File: src/hdl/mr_pkg.sv
`default_nettype none

package mr_pkg;

    // configuration register indexes
    localparam int CFG_INDEX_W = 2;
    typedef logic [CFG_INDEX_W-1:0] cfg_index_t;

    localparam cfg_index_t REG_MODULUS     = 2'd0;
    localparam cfg_index_t REG_NEG_INVERSE = 2'd1;
    localparam cfg_index_t REG_R_SQUARED   = 2'd2;

    localparam int CFG_DATA_W = 32;
    localparam int VALUE_W    = 64;
    localparam int RESULT_W   = 33;

    // operation codes
    localparam logic OP_REDUCE    = 1'b0;
    localparam logic OP_TRANSFORM = 1'b1;

    // reset values of the configuration registers
    localparam logic [CFG_DATA_W-1:0] MODULUS_RESET     = 32'h0000_0001;
    localparam logic [CFG_DATA_W-1:0] NEG_INVERSE_RESET = 32'hFFFF_FFFF;
    localparam logic [CFG_DATA_W-1:0] R_SQUARED_RESET   = 32'h0000_0000;

endpackage

`default_nettype wire

File: src/hdl/mr_mul_cell.sv
`default_nettype none

module mr_mul_cell
    import mr_pkg::*;
#(
    parameter int WIDTH  = 32,
    parameter int PASS_W = 64
)
(
    input  wire logic                 clk,
    input  wire logic                 rst_n,
    input  wire logic                 in_valid,
    output logic                      in_stall,
    input  wire logic [WIDTH-1:0]     a,
    input  wire logic [WIDTH-1:0]     b,
    input  wire logic [PASS_W-1:0]    pass_in,
    output logic                      out_valid,
    input  wire logic                 out_stall,
    output logic [2*WIDTH-1:0]        product,
    output logic [PASS_W-1:0]         pass_out
);

    logic                  valid_reg;
    logic                  valid_next;
    logic [2*WIDTH-1:0]    product_reg;
    logic [2*WIDTH-1:0]    product_next;
    logic [PASS_W-1:0]     pass_reg;
    logic                  advance;

    // the cell moves when it is empty or its neighbor takes its contents
    assign advance      = !valid_reg || !out_stall;
    assign in_stall     = !advance;
    assign valid_next   = advance ? in_valid : valid_reg;
    assign product_next = (2*WIDTH)'(a) * (2*WIDTH)'(b);

    always_ff @(posedge clk or negedge rst_n)
    begin
        if (!rst_n)
        begin
            valid_reg <= 1'b0;
        end
        else
        begin
            valid_reg <= valid_next;
        end
    end

    always_ff @(posedge clk)
    begin
        if (advance && in_valid)
        begin
            product_reg <= product_next;
            pass_reg    <= pass_in;
        end
    end

    assign out_valid = valid_reg;
    assign product   = product_reg;
    assign pass_out  = pass_reg;

endmodule

`default_nettype wire

File: config.mk
export PLATFORM = sky130hd
export DESIGN_NAME = mr_mul_cell
export DESIGN_NICKNAME = d
export VERILOG_FILES = /design/src/hdl/mr_pkg.sv /design/src/hdl/mr_mul_cell.sv
export SDC_FILE = /design/constraint.sdc
export NUM_CORES = 2
export LEC_CHECK = 0
export ABC_AREA = 1
export BUFFER_PORTS_ARGS = -buffer_cell sky130_fd_sc_hd__clkbuf_2
export CORE_MARGIN = 3
export CORE_UTILIZATION = 52
export CTS_BUF_LIST = sky130_fd_sc_hd__clkbuf_4 sky130_fd_sc_hd__clkbuf_8 sky130_fd_sc_hd__clkbuf_16
export DETAILED_ROUTE_END_ITERATION = 10
export HOLD_SLACK_MARGIN = 0.15
export PLACE_DENSITY_LB_ADDON = 0.3
export RECOVER_POWER = 50
export SETUP_SLACK_MARGIN = 0.2
export SYNTH_ARGS = -nofsm -noshare
export SYNTH_HDL_FRONTEND = slang
export SYNTH_SLANG_ARGS = --single-unit
File: constraint.sdc
create_clock -name clk -period 13.2 [get_ports clk]
set_input_delay 2.64 -clock clk [delete_from_list [all_inputs] [get_ports clk]]
set_output_delay 2.64 -clock clk [all_outputs]
set_load 0.02 [all_outputs]
Word level (Yosys, flattened, before mapping)
Cells that the tools add are included.
- multiply operators: 1
- reduce and logical (&&, ||, !) cells: 5
- operators by type and width (operator ; count):
    $mul A32 B32 Y64 ; 1
    $logic_not A1 Y1 ; 3
    $logic_and A1 B1 Y1 ; 1
    $logic_or A1 B1 Y1 ; 1
- input bits: 132
- logic and storage cells: 9
- bits in registers: 129

Logic depth before layout (Yosys ltp)
- depth in word-level cells: 3
- gate-level depth with buffers: 30

Worst setup path after synthesis
OpenSTA, ideal clock, no wires.
- path kind: input-to-reg
- from: input out_stall
- to: register pass_reg[0] (netlist: pass_out[0]), enable pin
- stages on the path: 3
- data required time: 12.583 ns
- slack: 4.427 ns
- arrival time: 8.156 ns
- path through: nand2_1 -> inv_1 -> nor2_1
- cells in the longest elaborated chain, start to end: 3
- RTL lines (item ; RTL line ; RTL):
    start, declared ; mr_mul_cell.sv:18 ; input wire logic out_stall,
    $logic_not A1 Y1 ; mr_mul_cell.sv:31 ; assign advance = !valid_reg || !out_stall;
    $logic_or A1 B1 Y1 ; mr_mul_cell.sv:31 ;
    $logic_and A1 B1 Y1 ; mr_mul_cell.sv:50 ; if (advance && in_valid)
    end signal, assigned ; mr_mul_cell.sv:53 ; pass_reg <= pass_in;
    end, declared ; mr_mul_cell.sv:27 ; logic [PASS_W-1:0] pass_reg;
Every way passes these cells.
A chain may end at the register's enable or synchronous reset.

Worst setup path in the final report
- from: input a[19]
- to: register product_reg[61] (netlist: product[61]) (data pin)
- cells in the longest elaborated chain, start to end: 1
- RTL lines (item ; RTL line ; RTL):
    start, declared ; mr_mul_cell.sv:14 ; input wire logic [WIDTH-1:0] a,
    $mul A32 B32 Y64 ; mr_mul_cell.sv:34 ; assign product_next = (2*WIDTH)'(a) * (2*WIDTH)'(b);
    via product_next[61] ; mr_mul_cell.sv:26 ; logic [2*WIDTH-1:0] product_next;
    end signal, assigned ; mr_mul_cell.sv:52 ; product_reg <= product_next;
    end, declared ; mr_mul_cell.sv:25 ; logic [2*WIDTH-1:0] product_reg;
The timed path passes the listed nets, and every way through them passes these cells.

==> impl_metrics.xml <==
<?xml version="1.0" encoding="UTF-8"?>
<metrics>
  <group name="worst_setup_path">
    <metric name="critical_path.endpoint_type" unit="">flip-flop</metric>
    <metric name="worst_setup_path_startpoint" unit="">a[19]</metric>
    <metric name="data_arrival_at_the_endpoint_of_the_critical_path" unit="ns">9.43</metric>
    <metric name="critPathRequiredTime" unit="ns">13.37</metric>
    <metric name="cp_max_fo" unit="">32</metric>
    <metric name="critical_path.reg2reg.startpoint" unit="">out_valid</metric>
    <metric name="setup.worst_path.start_class" unit="">primary input</metric>
    <metric name="worst-setup-path-type" unit="">primary input to flip-flop</metric>
  </group>
  <group name="place">
    <metric name="port_buffers" unit="">261</metric>
    <metric name="dp_hpwl" unit="µm">87900</metric>
    <metric name="gp_congestion" unit="">0.963</metric>
    <metric name="placement.cell_area" unit="µm²">42000</metric>
  </group>
  <group name="outcome">
    <metric name="status" unit="">finished with violations</metric>
    <metric name="violated_checks" unit="">capacitance limit, slew limit</metric>
  </group>
  <group name="cts">
    <metric name="postCtsHoldBufs" unit="">0</metric>
    <metric name="cts_root_buffer" unit="">sky130_fd_sc_hd__clkbuf_16</metric>
    <metric name="ctsHtreeMaxLevel" unit="">4</metric>
    <metric name="clock_tree.buffer_depth" unit="">2</metric>
    <metric name="tritoncts" unit="">yes</metric>
    <metric name="insertion_delay" unit="ns">0.43</metric>
    <metric name="tritoncts.num_buffers" unit="">17</metric>
    <metric name="clock_sinks" unit="">129</metric>
    <metric name="worst_setup_hold_path_clk_slew" unit="ns">0.07</metric>
    <metric name="cts_resizes" unit="">0</metric>
    <metric name="post-cts-setup-buffers" unit="">0</metric>
  </group>
  <group name="logic_synthesis">
    <metric name="yosysUniqueCellTypes" unit="">23</metric>
    <metric name="synth_xor_xnor_area_share" unit="%">0.789</metric>
    <metric name="synth.area.top_cells" unit="">sky130_fd_sc_hd__fa_1 45%, sky130_fd_sc_hd__inv_1 16%, sky130_fd_sc_hd__nand2_1 15%</metric>
    <metric name="post-synth-top-count-cell" unit="">sky130_fd_sc_hd__inv_1</metric>
    <metric name="netlist.area_leader.share" unit="%">44.9</metric>
    <metric name="synth.net_count" unit="">6384</metric>
    <metric name="simple_logic_cell_fraction_of_the_synthesized_area" unit="%">17.6</metric>
    <metric name="syn_area_per_cell" unit="µm²">7.85</metric>
    <metric name="ys.warnings.count" unit="">0</metric>
    <metric name="ys_async_sr_fraction" unit="%">0.775</metric>
    <metric name="synth_top_family_by_area" unit="">adder cells</metric>
    <metric name="muxShareOfSynthArea" unit="%">0</metric>
    <metric name="synth_enable_flop_cells" unit="">128</metric>
    <metric name="synthDominantAreaCellType" unit="">sky130_fd_sc_hd__fa_1</metric>
    <metric name="synthAdderAreaFrac" unit="%">53.1</metric>
    <metric name="synth_compound_gate_area_share" unit="%">0.785</metric>
    <metric name="most_used_dff_post_synth" unit="">sky130_fd_sc_hd__edfxtp_1</metric>
    <metric name="syn_area" unit="µm²">40000</metric>
    <metric name="yosys-top-cells-count" unit="">1723 x sky130_fd_sc_hd__inv_1, 1573 x sky130_fd_sc_hd__nand2_1, 896 x sky130_fd_sc_hd__fa_1, 263 x sky130_fd_sc_hd__ha_1, 192 x sky130_fd_sc_hd__clkbuf_1</metric>
    <metric name="synth-seq-area-share" unit="%">9.68</metric>
    <metric name="synthCells" unit="">5093</metric>
    <metric name="synth-seq-cells" unit="">129</metric>
  </group>
  <group name="sta">
    <metric name="tightestPinTransition" unit="ns">1.74</metric>
    <metric name="setup_viol" unit="">0</metric>
    <metric name="final-max-slew-violation-count" unit="">53</metric>
    <metric name="layout_worst_path_cycle_share" unit="%">70.2</metric>
    <metric name="finalHoldViolations" unit="">0</metric>
    <metric name="timing.clock.skew" unit="ns">0.0130</metric>
    <metric name="unrepaired_setup_endpoints_after_global_routing" unit="">false</metric>
    <metric name="crit_path_time_final" unit="ns">9.26</metric>
    <metric name="max_freq" unit="MHz">108</metric>
    <metric name="slew-limit-headroom" unit="%">-15.9</metric>
    <metric name="tns" unit="ns">0</metric>
  </group>
  <group name="die">
    <metric name="io-pin-count" unit="">262</metric>
    <metric name="die_area" unit="µm²">80300</metric>
    <metric name="die-height" unit="µm">283</metric>
    <metric name="num_rows" unit="">101</metric>
    <metric name="initial_utilization" unit="%">52.6</metric>
    <metric name="core_region_area" unit="µm²">76100</metric>
    <metric name="fp.dieW" unit="µm">283</metric>
  </group>
  <group name="detailed_routing">
    <metric name="drt-total-wl" unit="µm">107000</metric>
    <metric name="drt-pass1-iter-count" unit="">6</metric>
    <metric name="via_per_inst" unit="">4.94</metric>
    <metric name="via_count" unit="">30800</metric>
    <metric name="routed_wire_length_per_instance" unit="µm">17.1</metric>
    <metric name="drt_iter0_drc" unit="">2225</metric>
    <metric name="drc_errors" unit="">0</metric>
    <metric name="drtAntennaViolNets" unit="">0</metric>
  </group>
  <group name="hold_path">
    <metric name="worst_min_delay_path_class" unit="">flip-flop to flip-flop</metric>
    <metric name="timing.hold.worst.start" unit="">out_valid</metric>
  </group>
  <group name="layout">
    <metric name="multi_input_comb_area" unit="µm²">28900</metric>
    <metric name="register_area" unit="µm²">3870</metric>
    <metric name="design_area" unit="µm²">42500</metric>
    <metric name="drive_gt1_share" unit="%">5.05</metric>
    <metric name="layout-area-overhead-vs-synth" unit="%">6.22</metric>
    <metric name="fill_cells" unit="">7159</metric>
    <metric name="fin_nets" unit="">6488</metric>
  </group>
  <group name="global_routing">
    <metric name="grt_pass1_vias" unit="">32600</metric>
    <metric name="grt_first_pass_wirelength" unit="µm">174000</metric>
    <metric name="largest_net_degree_at_the_start_of_global_routing" unit="">74</metric>
    <metric name="globalRoute.totalOverflow" unit="">0</metric>
    <metric name="grt_usage" unit="%">27.4</metric>
    <metric name="grt_antenna_before_repair" unit="">6</metric>
  </group>
  <group name="flow_run">
    <metric name="max-cap-violations" unit="">2</metric>
  </group>
</metrics>
cells in the final DEF (no fill, tap or decap), drive strengths merged:
| master | synthesis | final |
|---|---|---|
| xor2 | 32 | 32 |
| fa | 896 | 896 |
| nor3 | 18 | 18 |
| clkinv | 0 | 4 |
| a21oi | 42 | 42 |
| nand4 | 16 | 16 |
| diode | 0 | 5 |
| dfrtp | 1 | 1 |
| o21ai | 2 | 2 |
| edfxtp | 128 | 128 |
| nand2 | 1584 | 1584 |
| nor2 | 105 | 105 |
| bufinv | 0 | 3 |
| clkinvlp | 0 | 2 |
| nand3 | 62 | 62 |
| inv | 1736 | 1741 |
| clkbuf | 192 | 279 |
| ha | 263 | 263 |
| buf | 0 | 16 |
| o21bai | 12 | 12 |
| xnor2 | 4 | 4 |
kinds of logic after synthesis:
group	after synthesis
buffers and inverters	1928
adder cells (fa/ha/maj)	1159
AND/OR/NAND/NOR	1785
AO/OA/AOI/OAI	56
XOR/XNOR	36
flip-flops	129
routing by layer:
metal  vias to the layer above  global-route usage, %  part of all wire (%)
li1                      14200                      -                     -
met1                     15200                   35.2                    38
met2                      1200                   48.3                    51
met3                       248                   2.39                   6.6
met4                         2                   10.5                   4.1
met5                         -                      0                0.0084
worst max-delay path, stage by stage:
cell	delay, ns
sky130_fd_sc_hd__clkbuf_2	0.68
sky130_fd_sc_hd__nand2_1	0.13
sky130_fd_sc_hd__inv_1	0.12
sky130_fd_sc_hd__fa_1	0.46
sky130_fd_sc_hd__fa_1	0.57
sky130_fd_sc_hd__inv_1	0.06
sky130_fd_sc_hd__fa_1	0.50
sky130_fd_sc_hd__fa_1	0.52
sky130_fd_sc_hd__inv_1	0.06
sky130_fd_sc_hd__fa_1	0.55
sky130_fd_sc_hd__fa_1	0.43
sky130_fd_sc_hd__fa_1	0.56
sky130_fd_sc_hd__fa_1	0.48
sky130_fd_sc_hd__ha_1	0.42
sky130_fd_sc_hd__nand2_1	0.14
sky130_fd_sc_hd__nor2_1	0.23
sky130_fd_sc_hd__nand2_1	0.10
sky130_fd_sc_hd__inv_1	0.13
sky130_fd_sc_hd__a21oi_1	0.08
sky130_fd_sc_hd__nand2_1	0.22
sky130_fd_sc_hd__nand2_1	0.13
sky130_fd_sc_hd__nand3_1	0.10
sky130_fd_sc_hd__nand2_1	0.08
path summary, 6_finish.rpt:
| kind | endpoint | slack, ns | depth (start not counted) |
|---|---|---|---|
| setup / recovery | product[61] | 3.94 | 23 |
| hold / removal | out_valid | 0.49 | 2 |
| setup reg to reg | pass_out[43] | 10.10 | 4 |
| hold reg to reg | out_valid | 0.49 | 2 |
| max in group asynchronous | out_valid | 11.15 | 1 |
| min in group asynchronous | out_valid | 1.97 | 1 |
cell type report:
cell class / count / area share, %
well taps: 1030 / 3.03
flip-flops and latches: 129 / 9.11
clock inverters: 14 / 0.421
diodes: 5 / 0.0295
multi-input cells: 3036 / 68.0
clock buffers: 18 / 1.03
inverters: 1736 / 15.3
repair buffers: 277 / 3.03
stage by stage:
step                      utilization, %  std cells  setup WS (ns)  hold WS (ns)
after floorplan                        -       5093           4.43         0.600
after global placement              55.2       6208           3.57         0.477
after detailed placement            55.2       6208           3.56         0.478
after CTS                           56.0       6240           3.99         0.494
after global routing                55.8       6244           3.70         0.522
final                               55.8       6245           3.94         0.489
Power is left out: the tool's default activity adds up to more than one toggle a clock period on the data nets, which glitch-free logic cannot reach.
