**src/hdl/mr_pkg.sv**
```systemverilog
`default_nettype none

package mr_pkg;

    // configuration register indexes
    localparam int CFG_INDEX_W = 2;
    typedef logic [CFG_INDEX_W-1:0] cfg_index_t;

    localparam cfg_index_t REG_MODULUS     = 2'd0;
    localparam cfg_index_t REG_NEG_INVERSE = 2'd1;
    localparam cfg_index_t REG_R_SQUARED   = 2'd2;

    localparam int CFG_DATA_W = 32;
    localparam int VALUE_W    = 64;
    localparam int RESULT_W   = 33;

    // operation codes
    localparam logic OP_REDUCE    = 1'b0;
    localparam logic OP_TRANSFORM = 1'b1;

    // reset values of the configuration registers
    localparam logic [CFG_DATA_W-1:0] MODULUS_RESET     = 32'h0000_0001;
    localparam logic [CFG_DATA_W-1:0] NEG_INVERSE_RESET = 32'hFFFF_FFFF;
    localparam logic [CFG_DATA_W-1:0] R_SQUARED_RESET   = 32'h0000_0000;

endpackage

`default_nettype wire

```
**src/hdl/mr_final_cell.sv**
```systemverilog
`default_nettype none

module mr_final_cell
    import mr_pkg::*;
#(
    parameter int WIDTH = 32
)
(
    input  wire logic                 clk,
    input  wire logic                 rst_n,
    input  wire logic                 in_valid,
    output logic                      in_stall,
    input  wire logic [2*WIDTH-1:0]   t,
    input  wire logic [2*WIDTH-1:0]   mp,
    input  wire logic [WIDTH-1:0]     modulus,
    output logic                      out_valid,
    input  wire logic                 out_stall,
    output logic [RESULT_W-1:0]       result
);

    logic                  valid_reg;
    logic                  valid_next;
    logic [RESULT_W-1:0]   result_reg;
    logic [RESULT_W-1:0]   result_next;
    logic                  advance;
    logic [WIDTH:0]        sum_lo;
    logic [WIDTH:0]        q;
    logic [WIDTH:0]        p_ext;
    logic [WIDTH:0]        q_sub;

    assign advance    = !valid_reg || !out_stall;
    assign in_stall   = !advance;
    assign valid_next = advance ? in_valid : valid_reg;

    // low half only contributes its carry, the low bits are zero by construction
    assign sum_lo = {1'b0, t[WIDTH-1:0]} + {1'b0, mp[WIDTH-1:0]};
    assign q      = {1'b0, t[2*WIDTH-1:WIDTH]} + {1'b0, mp[2*WIDTH-1:WIDTH]}
                    + (WIDTH+1)'(sum_lo[WIDTH]);
    assign p_ext  = {1'b0, modulus};
    assign q_sub  = (q >= p_ext) ? (q - p_ext) : q;
    assign result_next = RESULT_W'(q_sub);

    always_ff @(posedge clk or negedge rst_n)
    begin
        if (!rst_n)
        begin
            valid_reg <= 1'b0;
        end
        else
        begin
            valid_reg <= valid_next;
        end
    end

    always_ff @(posedge clk)
    begin
        if (advance && in_valid)
        begin
            result_reg <= result_next;
        end
    end

    assign out_valid = valid_reg;
    assign result    = result_reg;

endmodule

`default_nettype wire

```
**config.mk**
```make
export PLATFORM = sky130hd
export DESIGN_NAME = mr_final_cell
export DESIGN_NICKNAME = d
export VERILOG_FILES = /design/src/hdl/mr_pkg.sv /design/src/hdl/mr_final_cell.sv
export SDC_FILE = /design/constraint.sdc
export NUM_CORES = 1
export LEC_CHECK = 0
export BUFFER_PORTS_ARGS = -buffer_cell sky130_fd_sc_hd__buf_2
export CAP_MARGIN = 25
export CORE_MARGIN = 1
export CORE_UTILIZATION = 45
export DETAILED_ROUTE_END_ITERATION = 7
export PLACE_DENSITY = 0.82
export REMOVE_ABC_BUFFERS = 1
export SYNTH_ARGS = -nofsm -noshare
export SYNTH_HDL_FRONTEND = slang
export SYNTH_SLANG_ARGS = --single-unit
```
**constraint.sdc**
```tcl
create_clock -name clk -period 2.8 [get_ports clk]
set_input_delay 0.28 -clock clk [delete_from_list [all_inputs] [get_ports clk]]
set_output_delay 0.28 -clock clk [all_outputs]
set_load 0.01 [all_outputs]
```
### Word-level counts from Yosys, hierarchy flattened

Index checks and enable logic that the tools add are counted.

| word-level totals | value |
|---|---|
| logic and storage cells | 13 |
| output and inout bits | 35 |
| register bits | 34 |
| input port bits | 164 |

| operators by class | value |
|---|---|
| reduce and logical (&&, ||, !) cells | 5 |
| add/sub/neg operators | 4 |
| order comparisons | 1 |
| multiplexer cells | 1 |

Operators by type and width:

| cell | number |
|---|---|
| adder 32 x 32 -> 33 bit | 2 |
| adder 33 x 1 -> 33 bit | 1 |
| greater-or-equal comparator 33 x 32 -> 1 bit | 1 |
| two-way mux 33 bit | 1 |
| subtractor 33 x 32 -> 33 bit | 1 |
| zero test 1 bit | 3 |
| logical AND 1 bit | 1 |
| logical OR 1 bit | 1 |

### Logic depth before layout (Yosys ltp)

| depth | value |
|---|---|
| word-level depth | 4 |
| gate-level depth with buffers | 32 |
| depth with buffers taken out | 31 |

### Least setup slack after synthesis

No wires, ideal clock.

| timing | value |
|---|---|
| path kind | input to register |
| from | input t[1] |
| to | register result_reg[25] (netlist: result[25]), data pin |
| stages on the path | 30 |
| arrival time | 7,041 ps |
| data required time | 2,540 ps |
| buffers on the path | 1 |
| setup time | 260 ps |
| slack | -4,501 ps |
| cells stage by stage | ha_1 > a31o_2 > a21o_1 > a21o_1 > a21o_1 > a2111oi_0 > o221ai_1 > a221oi_1 > o21ai_0 > a221oi_1 > fa_1 > inv_1 > fa_1 > a21o_1 > a221oi_2 > a21oi_2 > a211o_1 > a31o_2 > a21o_1 > o311a_1 > ha_1 > a21oi_1 > o21ai_0 > and2_1 > o31ai_1 > a311oi_1 > a21o_1 > a211oi_4 > buf_6 > mux2_2 |

| on the way | value |
|---|---|
| cells in the longest elaborated chain, start to end | 4 |
| elaborated cells between the ends (all ways) | 5 |
| those cells by class | 3 x add/sub; 1 x order compare; 1 x mux |

RTL lines:

| item | RTL line | text |
|---|---|---|
| from (decl) | mr_final_cell.sv:13 | `input wire logic [2*WIDTH-1:0] t,` |
| adder 32 x 32 -> 33 bit * | mr_final_cell.sv:36 | `assign sum_lo = {1'b0, t[WIDTH-1:0]} + {1'b0, mp[WIDTH-1:0]};` |
| adder 33 x 1 -> 33 bit * | mr_final_cell.sv:38 | `+ (WIDTH+1)'(sum_lo[WIDTH]);` |
| subtractor 33 x 32 -> 33 bit or greater-or-equal comparator 33 x 32 -> 1 bit (tied branches) | mr_final_cell.sv:40 | `assign q_sub = (q >= p_ext) ? (q - p_ext) : q;` |
| two-way mux 33 bit * | mr_final_cell.sv:40 |  |
| named net q_sub[25] | mr_final_cell.sv:29 | `logic [WIDTH:0] q_sub;` |
| to (signal assigned) | mr_final_cell.sv:59 | `result_reg <= result_next;` |
| to (decl) | mr_final_cell.sv:23 | `logic [RESULT_W-1:0] result_reg;` |

The timed path passes the listed nets; every way through them passes the cells marked *.
A chain may end at the register's enable or synchronous reset.

### Final worst setup path

| timing | value |
|---|---|
| from | input mp[1] |
| to | register result_reg[29] (netlist: result[29]), data pin |

| on the way | value |
|---|---|
| cells in the longest elaborated chain, start to end | 4 |
| elaborated cells between the ends (all ways) | 5 |
| those cells by class | 3 x add/sub; 1 x order compare; 1 x mux |

RTL lines:

| item | RTL line | text |
|---|---|---|
| from (decl) | mr_final_cell.sv:14 | `input wire logic [2*WIDTH-1:0] mp,` |
| adder 32 x 32 -> 33 bit * | mr_final_cell.sv:36 |  |
| adder 33 x 1 -> 33 bit * | mr_final_cell.sv:38 |  |
| subtractor 33 x 32 -> 33 bit or greater-or-equal comparator 33 x 32 -> 1 bit (tied branches) | mr_final_cell.sv:40 |  |
| two-way mux 33 bit * | mr_final_cell.sv:40 |  |
| named net q_sub[29] | mr_final_cell.sv:29 |  |

Marks and branches as above.

==> run summary <==
The critical path is of the input pin to register type. The path type of the worst min-delay path is input pin to register. Power spread over the standard cell area amounts to 617.4 nW/um^2. The length in cells of the worst reg-to-reg path came out at 3.

Across the routed clock network, the largest skew measured is ~0.0064 ns. Summed over all instances, the cell type with the most area after synthesis is sky130_fd_sc_hd__ha_1. The area occupied by multi-input gates is between 4000 and 5000 um^2. The post-detailed-route count of antenna-violating nets is 0. The number of setup violations in the final report is 33. The clock tree root buffer cell is sky130_fd_sc_hd__clkbuf_16. The count of pins on the block boundary is 199. The cell that appears most often on the critical path is sky130_fd_sc_hd__a21o_1. In this run, CTS created clock tree buffers numbering 5. The proportion of synthesized flip-flops having asynchronous set or reset is 0.02941. The area taken by flip-flops and latches came out at about 1000 um^2. The cell count after synthesis came out at between 600 and 700. The maximum vdd ir drop came out at between 0.3 and 0.4 mV. The wire length of the first global-routing pass is around 36000 um. The part of the cycle the worst path needs came out at 2.547.

The summed negative setup slack over all endpoints is -139.38 ns. The layout filler cell count came out at 689. In this design, the stage delay of the slowest critical-path cell is ~0.66 ns.

The warning count from the yosys run is 0. Synthesis inferred 34 register bits. The total routing usage reported by global routing is 0.3622. The share of layout cells above drive strength 1 came out at 0.4855. The top fanout value on the critical path came out at 7.

The post-placement setup slack came out at -4.817 ns. Across all register-to-register paths, the minimum setup slack is around 1.3 ns. The count of pins over their slew limit is 0. The filler-free cell count of the finished design came out at around 1300. In this run the critical register-to-register path is launched from out_valid$_DFFE_PN0N_.

Of the total synthesized cell area, the portion taken by XOR and XNOR cells is 0.08671. Setup repair after global routing could not meet its margin everywhere. The number of antenna violations at the first check in global routing came out at 0. The hold path depth is 2. The global routing met1 resource utilization came out at 0.4088. The worst setup path is captured at a register. The average footprint of a synthesized cell came out at about 8.2 um^2. The clock passes through at most 2 buffers. The post-synthesis mux area share came out at 0.02207. The register with the most flip-flops in the layout has 33 of them. In this run the tightest slew margin relative to its limit is 0.5124.

The slowest stage of the critical path is the sky130_fd_sc_hd__a2111oi_0 cell. The area fraction in compound gates after synthesis was 0.2894. The worst endpoint data arrival time is approximately 7.2 ns. TritonCTS built the clock tree. Sorting the synthesized cells by area gives the leading types as sky130_fd_sc_hd__ha_1 (21%), sky130_fd_sc_hd__edfxtp_1 (18%), sky130_fd_sc_hd__a21o_1 (7.2%), sky130_fd_sc_hd__xnor2_1 (5.8%), sky130_fd_sc_hd__a21oi_1 (5.8%). The synthesized-area fraction occupied by adder cells is 0.2225. For met3 alone, demand over resource in global routing was 0.07713. Grouping stages by cell kind, the critical path spends the most delay in compound AO/OA/AOI/OAI gates. The DRC violations left came out at 0. The number of antenna repair diodes came out at 0. The flow ran to the end, but the final reports show violations. The synthesis-to-finish area growth came out at 66.51%. The static leakage power came out at 4.850 nW. The final weighted congestion in routability-driven placement is about 0.91.

The endpoint identified for the worst register-to-register timing path is result[24]$_DFFE_PP_. By count the netlist is led by sky130_fd_sc_hd__ha_1 (94), sky130_fd_sc_hd__a21oi_1 (64), sky130_fd_sc_hd__nand2_1 (58), sky130_fd_sc_hd__inv_1 (54), sky130_fd_sc_hd__a21o_1 (53). The transition time of the tightest slew-check pin is 0.7129 ns. The number of global-route vias before repair was between 7000 and 8000.

The first-pass iteration count of the detailed router came out at 8. The die covers 12790 um^2. The final core utilization came out at 0.7701. Entering global routing, the biggest net connects 34 pins. STA classifies the critical path startpoint as an input pin. By area, the combinational part of the netlist is dominated by compound AO/OA/AOI/OAI gates. The count of flip-flops with a built-in enable after synthesis came out at 33. For this run, global-route usage on met2 was measured as 0.6053. Dividing the detail-routed wire length by the instance count gives around 22 um. The slack of the critical path is -4.332 ns. The count of cell instances traversed by the critical path came out at 31. The placed cell count came out at between 1000 and 1500. The initial utilization of the core area, before any placement, comes to 0.4625. Row generation in the floorplan step produced 40 rows. Global routing finished with a remaining overflow of 0. The final layout contains 1364 nets. The H-tree was split into 2 levels. The core outline area is ~12000 um^2.

The startpoint identified for the worst hold timing path is in_valid. The final critical delay including setup and external delays is around 7.1 ns. The first routing iteration left a little over 1000 violations.

The cell area after synthesis is between 5000 and 6000 um^2. The half-perimeter wire length after detailed placement is 14920 um. The distinct cell type count of the synthesized netlist is 58. For hold timing, the worst endpoint is out_valid$_DFFE_PN0N_. The overall routed net length is roughly 27000 um. The area share of the largest cell type after synthesis came out at 0.2117.

The highest attainable clock frequency is 0.1402 GHz. The buffer and inverter count on the worst path is 7. The clock insertion delay at the later pin of the skew report is about 0.3 ns.

The layer flagged by global routing as most heavily used is met2. For this design, the sink count on the clock tree is 34. The data required time of the worst path came out at ~2.9 ns. Among all flip-flop cells after synthesis, the most frequent one is sky130_fd_sc_hd__edfxtp_1. Of the total synthesized cell area, the portion taken by AND, OR, NAND and NOR gates is 0.1493.

The most instantiated library cell after synthesis is sky130_fd_sc_hd__ha_1. The number of max-cap violations came out at 0. The final-report hold violation count is 0. The via count came out at 7900. From left edge to right edge, the die measures approximately 110 um. The post-synthesis sequential area ratio came out at 0.1829. The final reports fail on negative setup slack. The height of the die came out at ~110 um. The number of port buffers is a little under 200.

The number of vias per cell is approximately 6.3. The clock input transition at the sequential cells of the worst setup and hold paths came out at roughly 0.06 ns.
[cell usage in the layout, fill, tap and decap left out, types with 6 or more instances in the layout]
cell / netlist / final
sky130_fd_sc_hd__buf_4: 0 / 223
sky130_fd_sc_hd__buf_2: 2 / 197
sky130_fd_sc_hd__ha_1: 94 / 89
sky130_fd_sc_hd__a21oi_1: 64 / 56
sky130_fd_sc_hd__inv_1: 54 / 53
sky130_fd_sc_hd__a21o_1: 53 / 53
sky130_fd_sc_hd__nand2_1: 58 / 52
sky130_fd_sc_hd__xnor2_1: 37 / 33
sky130_fd_sc_hd__edfxtp_1: 33 / 33
sky130_fd_sc_hd__nor2_1: 31 / 27
sky130_fd_sc_hd__o21ai_0: 49 / 25
sky130_fd_sc_hd__o21ai_2: 1 / 20
sky130_fd_sc_hd__xor2_1: 18 / 16
sky130_fd_sc_hd__nand4_1: 15 / 15
sky130_fd_sc_hd__nor3_1: 12 / 11
sky130_fd_sc_hd__o21a_1: 10 / 10
sky130_fd_sc_hd__mux2_4: 0 / 10
sky130_fd_sc_hd__and3_1: 9 / 9
sky130_fd_sc_hd__nand3_1: 10 / 9
sky130_fd_sc_hd__o21bai_1: 9 / 9
sky130_fd_sc_hd__a21oi_2: 1 / 7
sky130_fd_sc_hd__a211oi_1: 6 / 6
[routing by layer]
| metal | routed length, um | up-vias | part of all wire |
|---|---|---|---|
| met2 | 12100 | 708 | 0.44 |
| met1 | 9541 | 3545 | 0.35 |
| met3 | 3059 | 264 | 0.11 |
| met5 | 30 | - | 0.0011 |
| li1 | - | 3381 | - |
| met4 | 2509 | 2 | 0.092 |
[power breakdown]
group | switching [mW] | leakage (nW) | total [mW] | internal (mW)
Clock | 0.261 | 0.0940 | 0.773 | 0.513
Sequential | 0.0421 | 0.327 | 0.799 | 0.757
Combinational | 2.14 | 4.43 | 4.14 | 2.00
[worst max-delay path by stage]
stage               startpoint  slack (ns)                    to
global placement          t[1]       -4.71  result[31]$_DFFE_PP_
global route              t[1]       -4.51  result[29]$_DFFE_PP_
detailed placement        t[1]       -4.82  result[28]$_DFFE_PP_
finish                   mp[1]       -4.33  result[29]$_DFFE_PP_
CTS                      mp[1]       -3.87  result[25]$_DFFE_PP_
floorplan                 t[1]       -5.12  result[15]$_DFFE_PP_
[stage by stage]
stage          instance area, um^2  power (mW)  hold slack (ns)
2_1_floorplan                 5497       2.458         -0.01559
4_1_cts                       8935       5.003           0.2060
5_1_grt                       9250       5.892           0.2181
3_3_place_gp                  8153       3.682          0.05468
6_report                      9250       5.711           0.1949
3_5_place_dp                  8153       3.753          0.05796
[cell families (layout without fill, tap and decap cells)]
kind of cell	after synthesis	in the layout
compound gates	242	242
simple gates	169	169
fa+ha+maj	97	97
buf+inv	67	496
xor+xnor	55	55
flops	34	34
mux	11	11
[what timing repair did]
action,CTS,global route
gates resized for setup,87,49
pin swaps,47,41
gates cloned,4,0
endpoints found under the setup margin,33,33
hold buffers,1,0
setup buffers,29,12
endpoints found under the hold margin,1,0
[layout make-up]
class / instances / share of cell area
Multi-Input combinational cell: 574 / 0.5152
Timing Repair Buffer: 434 / 0.3122
Sequential cell: 34 / 0.1098
Inverter: 54 / 0.02191
Tap cell: 147 / 0.01988
Clock buffer: 5 / 0.01353
Clock inverter: 3 / 0.007439
Power figures use the tool's default switching activity.
